## config.mk

```make
export PLATFORM = sky130hd
export DESIGN_NAME = launch_detect_eject_controller
export DESIGN_NICKNAME = d
export VERILOG_FILES = /design/src/sv/lde_pkg.sv /design/src/sv/lde_ram.sv /design/src/sv/launch_detect_eject_controller.sv
export SDC_FILE = /design/constraint.sdc
export NUM_CORES = 2
export LEC_CHECK = 0
export BUFFER_PORTS_ARGS = -buffer_cell sky130_fd_sc_hd__buf_2
export CAP_MARGIN = 5
export CORE_MARGIN = 2
export CORE_UTILIZATION = 70
export CTS_BUF_LIST = sky130_fd_sc_hd__clkbuf_8
export CTS_CLUSTER_DIAMETER = 40
export DETAILED_ROUTE_END_ITERATION = 12
export PLACE_DENSITY = 0.86
export SLEW_MARGIN = 20
export SYNTH_ARGS = -nofsm -noshare
export SYNTH_HDL_FRONTEND = slang
export SYNTH_HIERARCHICAL = 1
export SYNTH_SLANG_ARGS = --single-unit
```

## constraint.sdc

```tcl
create_clock -name aclk -period 18.8 [get_ports aclk]
set_clock_uncertainty 0.05 [all_clocks]
set_input_delay 1.88 -clock aclk [delete_from_list [all_inputs] [get_ports aclk]]
set_output_delay 1.88 -clock aclk [all_outputs]
set_load 0.01 [all_outputs]
```

## src/sv/lde_pkg.sv

```systemverilog
// ----------------------------------------------------------------------------
// lde_pkg - shared definitions for the launch detect and eject controller
// Holds the sequencer states, the phase codes, register indexes and the
// reset values of the configuration registers.
// ----------------------------------------------------------------------------
package lde_pkg;

    // Default number of samples in the averaging window.
    localparam int WINDOW_LEN_DEF = 10;

    // Configuration register indexes.
    localparam int CFG_ADDR_W = 3;
    localparam logic [CFG_ADDR_W-1:0] REG_LAUNCH_THR  = 3'd0;
    localparam logic [CFG_ADDR_W-1:0] REG_LATERAL_THR = 3'd1;
    localparam logic [CFG_ADDR_W-1:0] REG_Z_EJECT_THR = 3'd2;
    localparam logic [CFG_ADDR_W-1:0] REG_EMERGENCY   = 3'd3;
    localparam logic [CFG_ADDR_W-1:0] REG_EJECT_DELAY = 3'd4;

    // Reset values of the configuration registers.
    localparam logic signed [15:0] LAUNCH_THR_RST  = -16'sd2304;
    localparam logic        [14:0] LATERAL_THR_RST = 15'd2048;
    localparam logic signed [15:0] Z_EJECT_THR_RST = -16'sd2304;
    localparam logic        [15:0] EMERGENCY_RST   = 16'd10000;
    localparam logic        [15:0] EJECT_DELAY_RST = 16'd2000;

    // Flight phase codes as reported on the result channel.
    localparam logic [1:0] PHASE_WAIT      = 2'd0;
    localparam logic [1:0] PHASE_LAUNCHED  = 2'd1;
    localparam logic [1:0] PHASE_NORMAL    = 2'd2;
    localparam logic [1:0] PHASE_EMERGENCY = 2'd3;

    // Sequencer states.
    typedef enum logic [2:0] {
        ST_IDLE,
        ST_SUM,
        ST_DIV,
        ST_SQR,
        ST_DECIDE
    } lde_state_t;

endpackage

```

## src/sv/lde_ram.sv

```systemverilog
// ----------------------------------------------------------------------------
// lde_ram - generic single write port RAM with one registered read port
// Write and read may use different addresses in the same cycle.
// ----------------------------------------------------------------------------
module lde_ram #(
    parameter int WIDTH = 48,
    parameter int DEPTH = 10
) (
    input  logic                                        aclk,
    input  logic                                        we,
    input  logic [((DEPTH > 1) ? $clog2(DEPTH) : 1)-1:0] waddr,
    input  logic [WIDTH-1:0]                            wdata,
    input  logic [((DEPTH > 1) ? $clog2(DEPTH) : 1)-1:0] raddr,
    output logic [WIDTH-1:0]                            rdata
);

    logic [WIDTH-1:0] mem [DEPTH];

    always_ff @(posedge aclk) begin
        if (we) begin
            mem[waddr] <= wdata;
        end
        rdata <= mem[raddr];
    end

endmodule

```

## src/sv/launch_detect_eject_controller.sv

```systemverilog
// ----------------------------------------------------------------------------
// launch_detect_eject_controller - launch detection and eject decision
// Averages the last WINDOW_LEN acceleration samples, detects launch from the
// average z and decides a normal or emergency eject, then halts.
// ----------------------------------------------------------------------------
//
//  Channel   Direction  Handshake            Payload
//  --------  ---------  -------------------  --------------------------------
//  s_        in         s_valid / s_ready    accel_x, accel_y, accel_z, time_ms
//  m_        out        m_valid / m_ready    phase, eject_fire, avg_x/y/z
//  cfg_      in         cfg_wr_en only       cfg_addr, cfg_wdata
//
// For a request, the window sum walks the sample RAM one entry per cycle,
// then the single shared multiplier does three reciprocal divides and
// three squares, one per cycle, followed by the decision state.
// Once halted, a request is answered in the cycle after it is accepted.
// Reset (aresetn, synchronous) clears the control state, the window valid
// bits and the configuration registers; the RAM itself is not cleared.
// A result that is not taken holds the sequencer in its decision state;
// a new request is still accepted while the previous result waits, unless halted.
// ----------------------------------------------------------------------------
module launch_detect_eject_controller #(
    parameter int WINDOW_LEN = lde_pkg::WINDOW_LEN_DEF
) (
    input  logic                          aclk,
    input  logic                          aresetn,

    input  logic                          s_valid,
    output logic                          s_ready,
    input  logic signed [15:0]            s_accel_x,
    input  logic signed [15:0]            s_accel_y,
    input  logic signed [15:0]            s_accel_z,
    input  logic        [31:0]            s_time_ms,

    output logic                          m_valid,
    input  logic                          m_ready,
    output logic        [1:0]             m_phase,
    output logic                          m_eject_fire,
    output logic signed [15:0]            m_avg_x,
    output logic signed [15:0]            m_avg_y,
    output logic signed [15:0]            m_avg_z,

    input  logic                          cfg_wr_en,
    input  logic [lde_pkg::CFG_ADDR_W-1:0] cfg_addr,
    input  logic [15:0]                   cfg_wdata
);

    // ------------------------------------------------------------------
    // Derived sizes.
    // ------------------------------------------------------------------
    localparam int IDX_W  = (WINDOW_LEN > 1) ? $clog2(WINDOW_LEN) : 1;
    localparam int CNT_W  = $clog2(WINDOW_LEN + 1);
    localparam int LOG_N  = $clog2(WINDOW_LEN);
    // Window sum width; its magnitude also fits in this many unsigned bits.
    localparam int SUM_W  = 16 + LOG_N;
    // Divide by WINDOW_LEN as floor(mag * DIV_MUL / 2^DIV_SH). With the
    // extra LOG_N shift bits the rounding error never reaches one unit.
    localparam int DIV_SH = SUM_W + LOG_N;
    localparam logic [63:0] DIV_MUL =
        ((64'd1 << DIV_SH) + 64'(WINDOW_LEN) - 64'd1) / 64'(WINDOW_LEN);
    localparam int MUL_W  = SUM_W + 2;
    localparam int PROD_W = 2 * MUL_W;
    localparam int MAG_W  = 17;
    localparam int LAT_W  = 33;

    localparam logic [IDX_W-1:0] LAST_SLOT = IDX_W'(WINDOW_LEN - 1);
    localparam logic [CNT_W-1:0] CNT_END   = CNT_W'(WINDOW_LEN);

    // ------------------------------------------------------------------
    // Configuration registers.
    // ------------------------------------------------------------------
    logic signed [15:0] launch_thr_reg;
    logic        [14:0] lateral_thr_reg;
    logic signed [15:0] z_eject_thr_reg;
    logic        [15:0] emergency_reg;
    logic        [15:0] eject_delay_reg;

    always_ff @(posedge aclk) begin
        if (!aresetn) begin
            launch_thr_reg  <= lde_pkg::LAUNCH_THR_RST;
            lateral_thr_reg <= lde_pkg::LATERAL_THR_RST;
            z_eject_thr_reg <= lde_pkg::Z_EJECT_THR_RST;
            emergency_reg   <= lde_pkg::EMERGENCY_RST;
            eject_delay_reg <= lde_pkg::EJECT_DELAY_RST;
        end else if (cfg_wr_en) begin
            // Indexes beyond the register list fall through and are ignored.
            priority case (cfg_addr)
                lde_pkg::REG_LAUNCH_THR:  launch_thr_reg  <= cfg_wdata;
                lde_pkg::REG_LATERAL_THR: lateral_thr_reg <= cfg_wdata[14:0];
                lde_pkg::REG_Z_EJECT_THR: z_eject_thr_reg <= cfg_wdata;
                lde_pkg::REG_EMERGENCY:   emergency_reg   <= cfg_wdata;
                lde_pkg::REG_EJECT_DELAY: eject_delay_reg <= cfg_wdata;
                default: ;
            endcase
        end
    end

    // ------------------------------------------------------------------
    // State.
    // ------------------------------------------------------------------
    lde_pkg::lde_state_t state_reg, state_next;

    logic [WINDOW_LEN-1:0]     ring_vld_reg, ring_vld_next;
    logic [IDX_W-1:0]          slot_reg, slot_next;
    logic [CNT_W-1:0]          cnt_reg, cnt_next;
    logic [1:0]                step_reg, step_next;
    logic                      rd_pend_reg, rd_pend_next;
    logic                      rd_vld_reg, rd_vld_next;
    logic                      launched_reg, launched_next;
    logic [31:0]               launch_time_reg, launch_time_next;
    logic [1:0]                final_phase_reg, final_phase_next;
    logic [31:0]               time_reg, time_next;
    logic signed [SUM_W-1:0]   sum_reg [3];
    logic signed [SUM_W-1:0]   sum_next [3];
    logic [MAG_W-1:0]          mag_reg [3];
    logic [MAG_W-1:0]          mag_next [3];
    logic signed [15:0]        avg_reg [3];
    logic signed [15:0]        avg_next [3];
    logic [LAT_W-1:0]          lat2_reg, lat2_next;
    logic [31:0]               thr2_reg, thr2_next;

    logic                      m_valid_reg, m_valid_next;
    logic [1:0]                m_phase_reg, m_phase_next;
    logic                      m_fire_reg, m_fire_next;
    logic signed [15:0]        m_avg_reg [3];
    logic signed [15:0]        m_avg_next [3];

    // Sample RAM, one entry of {z, y, x} per window slot.
    logic              ram_we;
    logic [IDX_W-1:0]  ram_raddr;
    logic [47:0]       ram_rdata;

    lde_ram #(
        .WIDTH (48),
        .DEPTH (WINDOW_LEN)
    ) u_ring (
        .aclk  (aclk),
        .we    (ram_we),
        .waddr (slot_reg),
        .wdata ({s_accel_z, s_accel_y, s_accel_x}),
        .raddr (ram_raddr),
        .rdata (ram_rdata)
    );

    // ------------------------------------------------------------------
    // Shared multiplier: reciprocal divides, then squares.
    // ------------------------------------------------------------------
    logic [MUL_W-1:0]  mul_a, mul_b;
    logic [PROD_W-1:0] prod;
    logic [SUM_W-1:0]  sum_mag;
    logic              sum_neg;
    logic [MAG_W-1:0]  quot;

    assign prod = mul_a * mul_b;

    always_comb begin
        sum_neg = sum_reg[step_reg][SUM_W-1];
        sum_mag = sum_neg ? SUM_W'(-sum_reg[step_reg]) : SUM_W'(sum_reg[step_reg]);
        quot    = prod[DIV_SH +: MAG_W];
        mul_a   = '0;
        mul_b   = '0;
        if (state_reg == lde_pkg::ST_DIV) begin
            mul_a = MUL_W'(sum_mag);
            mul_b = DIV_MUL[MUL_W-1:0];
        end else if (step_reg == 2'd2) begin
            mul_a = MUL_W'(lateral_thr_reg);
            mul_b = MUL_W'(lateral_thr_reg);
        end else begin
            mul_a = MUL_W'(mag_reg[step_reg]);
            mul_b = MUL_W'(mag_reg[step_reg]);
        end
    end

    // ------------------------------------------------------------------
    // Decision logic on the finished averages.
    // ------------------------------------------------------------------
    logic        launch_now;
    logic        launched_eff;
    logic [31:0] base_time;
    logic [31:0] elapsed;
    logic        emergency_hit;
    logic        normal_hit;
    logic        out_free;
    logic        halted;
    logic        accept;

    assign halted   = (final_phase_reg != lde_pkg::PHASE_WAIT);
    assign out_free = !m_valid_reg || m_ready;
    assign s_ready  = (state_reg == lde_pkg::ST_IDLE) && (!halted || out_free);
    assign accept   = s_valid && s_ready;

    always_comb begin
        launch_now    = !launched_reg && (avg_reg[2] <= launch_thr_reg);
        launched_eff  = launched_reg || launch_now;
        base_time     = launch_now ? time_reg : launch_time_reg;
        elapsed       = time_reg - base_time;
        emergency_hit = launched_eff && (elapsed > {16'd0, emergency_reg});
        normal_hit    = launched_eff && (elapsed > {16'd0, eject_delay_reg}) &&
                        ((lat2_reg >= LAT_W'(thr2_reg)) || (avg_reg[2] < z_eject_thr_reg));
    end

    // ------------------------------------------------------------------
    // Sequencer: next state and datapath updates.
    // ------------------------------------------------------------------
    always_comb begin
        state_next       = state_reg;
        ring_vld_next    = ring_vld_reg;
        slot_next        = slot_reg;
        cnt_next         = cnt_reg;
        step_next        = step_reg;
        rd_pend_next     = 1'b0;
        rd_vld_next      = 1'b0;
        launched_next    = launched_reg;
        launch_time_next = launch_time_reg;
        final_phase_next = final_phase_reg;
        time_next        = time_reg;
        sum_next         = sum_reg;
        mag_next         = mag_reg;
        avg_next         = avg_reg;
        lat2_next        = lat2_reg;
        thr2_next        = thr2_reg;
        m_valid_next     = m_valid_reg && !m_ready;
        m_phase_next     = m_phase_reg;
        m_fire_next      = m_fire_reg;
        m_avg_next       = m_avg_reg;
        ram_we           = 1'b0;
        ram_raddr        = '0;

        unique case (state_reg)
            lde_pkg::ST_IDLE: begin
                if (accept) begin
                    if (halted) begin
                        // A halted block answers with its final phase only.
                        m_valid_next = 1'b1;
                        m_phase_next = final_phase_reg;
                        m_fire_next  = 1'b0;
                        m_avg_next   = '{default: '0};
                    end else begin
                        ram_we                  = 1'b1;
                        ring_vld_next[slot_reg] = 1'b1;
                        slot_next  = (slot_reg == LAST_SLOT) ? '0 : slot_reg + 1'b1;
                        time_next  = s_time_ms;
                        sum_next   = '{default: '0};
                        cnt_next   = '0;
                        state_next = lde_pkg::ST_SUM;
                    end
                end
            end

            lde_pkg::ST_SUM: begin
                // Issue one read per cycle and add the entry read last cycle.
                if (cnt_reg != CNT_END) begin
                    ram_raddr    = cnt_reg[IDX_W-1:0];
                    rd_pend_next = 1'b1;
                    rd_vld_next  = ring_vld_reg[cnt_reg[IDX_W-1:0]];
                    cnt_next     = cnt_reg + 1'b1;
                end else begin
                    step_next  = 2'd0;
                    state_next = lde_pkg::ST_DIV;
                end
                if (rd_pend_reg && rd_vld_reg) begin
                    sum_next[0] = sum_reg[0] + SUM_W'(signed'(ram_rdata[15:0]));
                    sum_next[1] = sum_reg[1] + SUM_W'(signed'(ram_rdata[31:16]));
                    sum_next[2] = sum_reg[2] + SUM_W'(signed'(ram_rdata[47:32]));
                end
            end

            lde_pkg::ST_DIV: begin
                mag_next[step_reg] = quot;
                avg_next[step_reg] = sum_neg ? -signed'(quot[15:0]) : signed'(quot[15:0]);
                if (step_reg == 2'd2) begin
                    step_next  = 2'd0;
                    state_next = lde_pkg::ST_SQR;
                end else begin
                    step_next = step_reg + 1'b1;
                end
            end

            lde_pkg::ST_SQR: begin
                unique case (step_reg)
                    2'd0: lat2_next = LAT_W'(prod);
                    2'd1: lat2_next = lat2_reg + LAT_W'(prod);
                    default: thr2_next = prod[31:0];
                endcase
                if (step_reg == 2'd2) begin
                    state_next = lde_pkg::ST_DECIDE;
                end else begin
                    step_next = step_reg + 1'b1;
                end
            end

            lde_pkg::ST_DECIDE: begin
                if (out_free) begin
                    m_valid_next = 1'b1;
                    m_avg_next   = avg_reg;
                    m_fire_next  = emergency_hit || normal_hit;
                    if (launch_now) begin
                        launched_next    = 1'b1;
                        launch_time_next = time_reg;
                    end
                    // The emergency timeout takes precedence over a normal eject.
                    priority if (emergency_hit) begin
                        m_phase_next     = lde_pkg::PHASE_EMERGENCY;
                        final_phase_next = lde_pkg::PHASE_EMERGENCY;
                    end else if (normal_hit) begin
                        m_phase_next     = lde_pkg::PHASE_NORMAL;
                        final_phase_next = lde_pkg::PHASE_NORMAL;
                    end else if (launched_eff) begin
                        m_phase_next = lde_pkg::PHASE_LAUNCHED;
                    end else begin
                        m_phase_next = lde_pkg::PHASE_WAIT;
                    end
                    state_next = lde_pkg::ST_IDLE;
                end
            end

            default: state_next = lde_pkg::ST_IDLE;
        endcase
    end

    always_ff @(posedge aclk) begin
        if (!aresetn) begin
            state_reg <= lde_pkg::ST_IDLE;
        end else begin
            state_reg <= state_next;
        end
    end

    always_ff @(posedge aclk) begin
        if (!aresetn) begin
            ring_vld_reg    <= '0;
            slot_reg        <= '0;
            cnt_reg         <= '0;
            step_reg        <= '0;
            rd_pend_reg     <= 1'b0;
            launched_reg    <= 1'b0;
            launch_time_reg <= '0;
            final_phase_reg <= lde_pkg::PHASE_WAIT;
            m_valid_reg     <= 1'b0;
        end else begin
            ring_vld_reg    <= ring_vld_next;
            slot_reg        <= slot_next;
            cnt_reg         <= cnt_next;
            step_reg        <= step_next;
            rd_pend_reg     <= rd_pend_next;
            launched_reg    <= launched_next;
            launch_time_reg <= launch_time_next;
            final_phase_reg <= final_phase_next;
            m_valid_reg     <= m_valid_next;
        end
    end

    // Datapath registers carry no reset.
    always_ff @(posedge aclk) begin
        rd_vld_reg  <= rd_vld_next;
        time_reg    <= time_next;
        sum_reg     <= sum_next;
        mag_reg     <= mag_next;
        avg_reg     <= avg_next;
        lat2_reg    <= lat2_next;
        thr2_reg    <= thr2_next;
        m_phase_reg <= m_phase_next;
        m_fire_reg  <= m_fire_next;
        m_avg_reg   <= m_avg_next;
    end

    assign m_valid      = m_valid_reg;
    assign m_phase      = m_phase_reg;
    assign m_eject_fire = m_fire_reg;
    assign m_avg_x      = m_avg_reg[0];
    assign m_avg_y      = m_avg_reg[1];
    assign m_avg_z      = m_avg_reg[2];

    // ------------------------------------------------------------------
    // Assertions.
    // ------------------------------------------------------------------
    // Once halted, the final phase never changes.
    a_halt_sticky: assert property (@(posedge aclk) disable iff (!aresetn)
        halted |=> final_phase_reg == $past(final_phase_reg))
        else $error("final phase changed after halt");

    // A fired eject always reports one of the two eject phases.
    a_fire_phase: assert property (@(posedge aclk) disable iff (!aresetn)
        (m_valid && m_eject_fire) |->
        (m_phase == lde_pkg::PHASE_NORMAL || m_phase == lde_pkg::PHASE_EMERGENCY))
        else $error("eject fired without an eject phase");

    // Loading a fired result halts the block in the same cycle.
    a_fire_halts: assert property (@(posedge aclk) disable iff (!aresetn)
        (m_valid && m_eject_fire && !$past(m_valid && m_eject_fire)) |-> halted)
        else $error("eject fired but block not halted");

    // Results from a halted block carry zero averages.
    a_halted_zero: assert property (@(posedge aclk) disable iff (!aresetn)
        (m_valid && !m_eject_fire &&
         (m_phase == lde_pkg::PHASE_NORMAL || m_phase == lde_pkg::PHASE_EMERGENCY)) |->
        (m_avg_x == 16'sd0 && m_avg_y == 16'sd0 && m_avg_z == 16'sd0))
        else $error("halted result with nonzero averages");

endmodule
```

==> key figures <==
Setup path
  – Crit path max fanout: 38
  – Worst setup SP type: flip-flop
  – Most frequent CP cell: fa_1
  – Max incr delay on CP: ~0.92 ns
  – Cell family with most CP delay: adder cells
  – CP Data Required Time: ~19 ns
  – Worst setup path class: reg2reg
  – Worst EP arrival: between 10 and 15 ns
  – Sum of buffers and inverters on the critical path: 3
  – CP max stage cell: dfxtp_1
  – Setup crit end kind: flip-flop

Logic synthesis
  – Yosys reg bits: slightly below 1000
  – Mapped Area: ~0.058 mm²
  – Synth unique cells: 93
  – Sequential fraction of the synthesis area: between 40 and 50%
  – Synthesized area per cell: 11.5 µm²
  – YS warnings: 6
  – EDFF count, synth: about 800
  – Ys flop type: edfxtp_1
  – Synth async-reset ratio: 0%
  – Post-Syn Instances: between 5000 and 6000

Clock network
  – TritonCTS Buffers: 158
  – CTS tree: done
  – Clk_lat worst skew: 0.85 ns
  – Reg clk slew, reported paths: 0.06 ns
  – H-Tree Depth: 4
  – Clk sinks: about 1000
  – Deepest clock path buffer count: 3
  – CTS root buf: clkbuf_8
  – Post-cts sizing count: 0
  – # Post-CTS Setup Buffers: 0
  – Hold buffers post-CTS: 0

Floorplanning
  – Die area: 0.0855 mm²
  – Initial core utilization: a little over two thirds
  – Core area: 0.0822 mm²
  – Die width: 292 µm
  – # rows: 105
  – I/O pin count: 157
  – Die Ht: around 300 µm

Flow run
  – Maxcap violations: 0

Placed design
  – Placed Cells incl. Taps: 6194
  – Final GP Congestion: 1.04
  – HPWL after DPL: 101 mm
  – IO buf count: 156

GRT
  – Vias in the first global route: 40800
  – Antenna violations before repair: 17
  – First-pass GRT wire length: approximately 230 mm
  – Total GRT Usage: 34.5%
  – Overflow left after global routing: 0
  – Largest net degree at the start of global routing: around 110

STA
  – Endpoints failing setup: 0
  – Total negative setup slack: 0 ns
  – Slew at the pin with the worst max-slew slack: 1.18 ns
  – Post-layout min period: 12.62 ns
  – Slew Limit Fails: 0
  – Slew Limit Headroom: a little over a fifth
  – Hold Fails Final Rpt: 0
  – F_max: between 70 and 80 MHz
  – Post-route clock period utilization: 67.1%
  – Unrepaired setup endpoints after global routing: false

Route
  – Drt via density: just over 6
  – Vias: 40400
  – Final ANT Viol Nets: 0
  – Remaining DRCs: 0
  – Final WL: 146 mm
  – DR WL/cell: 22.5 µm
  – DR pass1 iterations: 6
  – First DRT Iteration DRCs: 3938

Run status
  – Status: finished, final reports clean

Finish
  – Number of flip-flops in the largest register: 480
  – Share of layout cells above drive strength 1: 12.3%
  – Flip-flop and latch area: 0.0273 mm²
  – FILL cells: 5144
  – Multi-input logic area: between 0.02 and 0.03 mm²
  – Fin cells: around 6500
  – Area grow syn2layout: 8.54%
  – Final nets: 6092

Hold path
  – Worst min path class: reg2reg
## metal layers
metal  global-route usage [%]  vias up  share of wire (%)
met2                     56.7     1974                 48
li1                         -    18300                  -
met3                     6.93      417                8.8
met5                        0        -              0.027
met1                     43.9    19700                 39
met4                     17.8        6                4.9
## cells in the final DEF, fill, tap and decap left out, drive strengths merged, types with 12 or more instances in the layout
cell type,n
o211ai,42
o21a,48
clkbuf,168
nor3b,14
mux2,178
dfxtp,188
a21oi,171
nor2b,43
mux2i,162
nand2b,36
nand4,25
a31oi,16
nand2,532
o21ai,147
o21bai,28
xor2,46
diode,17
edfxtp,784
buf,221
nor2,318
or3,24
a22o,50
conb,21
clkinv,52
a21boi,93
and3,77
nand3,46
inv,629
a221oi,18
o22ai,53
nor3,72
fa,300
ha,404
o31ai,62
a2111oi,12
a211oi,23
and2,27
a21o,70
nand3b,15
xnor2,103
## metrics by stage
step / area [µm²] / hold slack, ns / setup WS [ns] / util (%)
3_5_place_dp: 60100 / 0.397 / 6.44 / 73.1
6_report: 63200 / 0.408 / 6.18 / 76.8
4_1_cts: 63100 / 0.411 / 6.43 / 76.7
2_1_floorplan: 58300 / 0.384 / 8.13 / -
5_1_grt: 63200 / 0.431 / 5.60 / 76.8
3_3_place_gp: 60100 / 0.393 / 6.65 / 73.1
## cell usage after synthesis (all sizes together), types with 12 or more instances
library cell	instances	area, µm²
edfxtp	784	23500
inv	561	2110
nand2	532	2000
ha	404	5050
nor2	318	1210
fa	300	6010
dfxtp	188	3760
mux2	178	2000
a21oi	171	871
mux2i	162	1620
o21ai	147	739
clkbuf	135	507
xnor2	103	902
a21boi	93	698
and3	77	482
nor3	72	365
a21o	70	533
o31ai	62	465
buf	58	433
o22ai	53	332
a22o	50	438
o21a	48	360
nand3	46	230
xor2	46	403
nor2b	43	269
o211ai	42	320
nand2b	36	225
o21bai	28	210
and2	27	169
nand4	25	156
or3	24	150
a211oi	23	178
a221oi	18	158
a31oi	16	106
nand3b	15	113
nor3b	14	105
a2111oi	12	133
## logic make-up (layout without fill, tap and decap cells)
logic type               count (synthesis)  count (layout)  share of synthesized area, %
XOR/XNOR                               149             149                          2.24
AO/OA/AOI/OAI                          893             893                          10.5
AND/OR/NAND/NOR                       1257            1257                          9.77
flip-flops                             972             972                          46.9
other                                    2              38                        0.0129
adder cells (fa/ha/maj)                704             704                          19.0
buffers and inverters                  758            1078                          5.26
multiplexers                           342             342                          6.31
## layout make-up
type / instances / area share [%]
Antenna cell: 17 / 0.0674
Inverter: 565 / 3.36
Sequential cell: 972 / 43.2
Timing Repair Buffer: 221 / 2.01
Tap cell: 1070 / 2.12
Clock inverter: 124 / 1.12
Multi-Input combinational cell: 3366 / 44.4
Clock buffer: 168 / 3.66
## worst paths after layout
check / depth (start not counted) / from / end / slack, ns
worst min-delay path: 1 / ring_vld_reg[6] / ring_vld_reg[6] / 0.41
worst min register to register: 1 / ring_vld_reg[6] / ring_vld_reg[6] / 0.41
worst max register to register: 39 / step_reg[1] / lat2_reg[32] / 6.18
worst max-delay path: 39 / step_reg[1] / lat2_reg[32] / 6.18
Power is left out: the tool's default activity adds up to more than one toggle a clock period on the data nets, which glitch-free logic cannot reach.
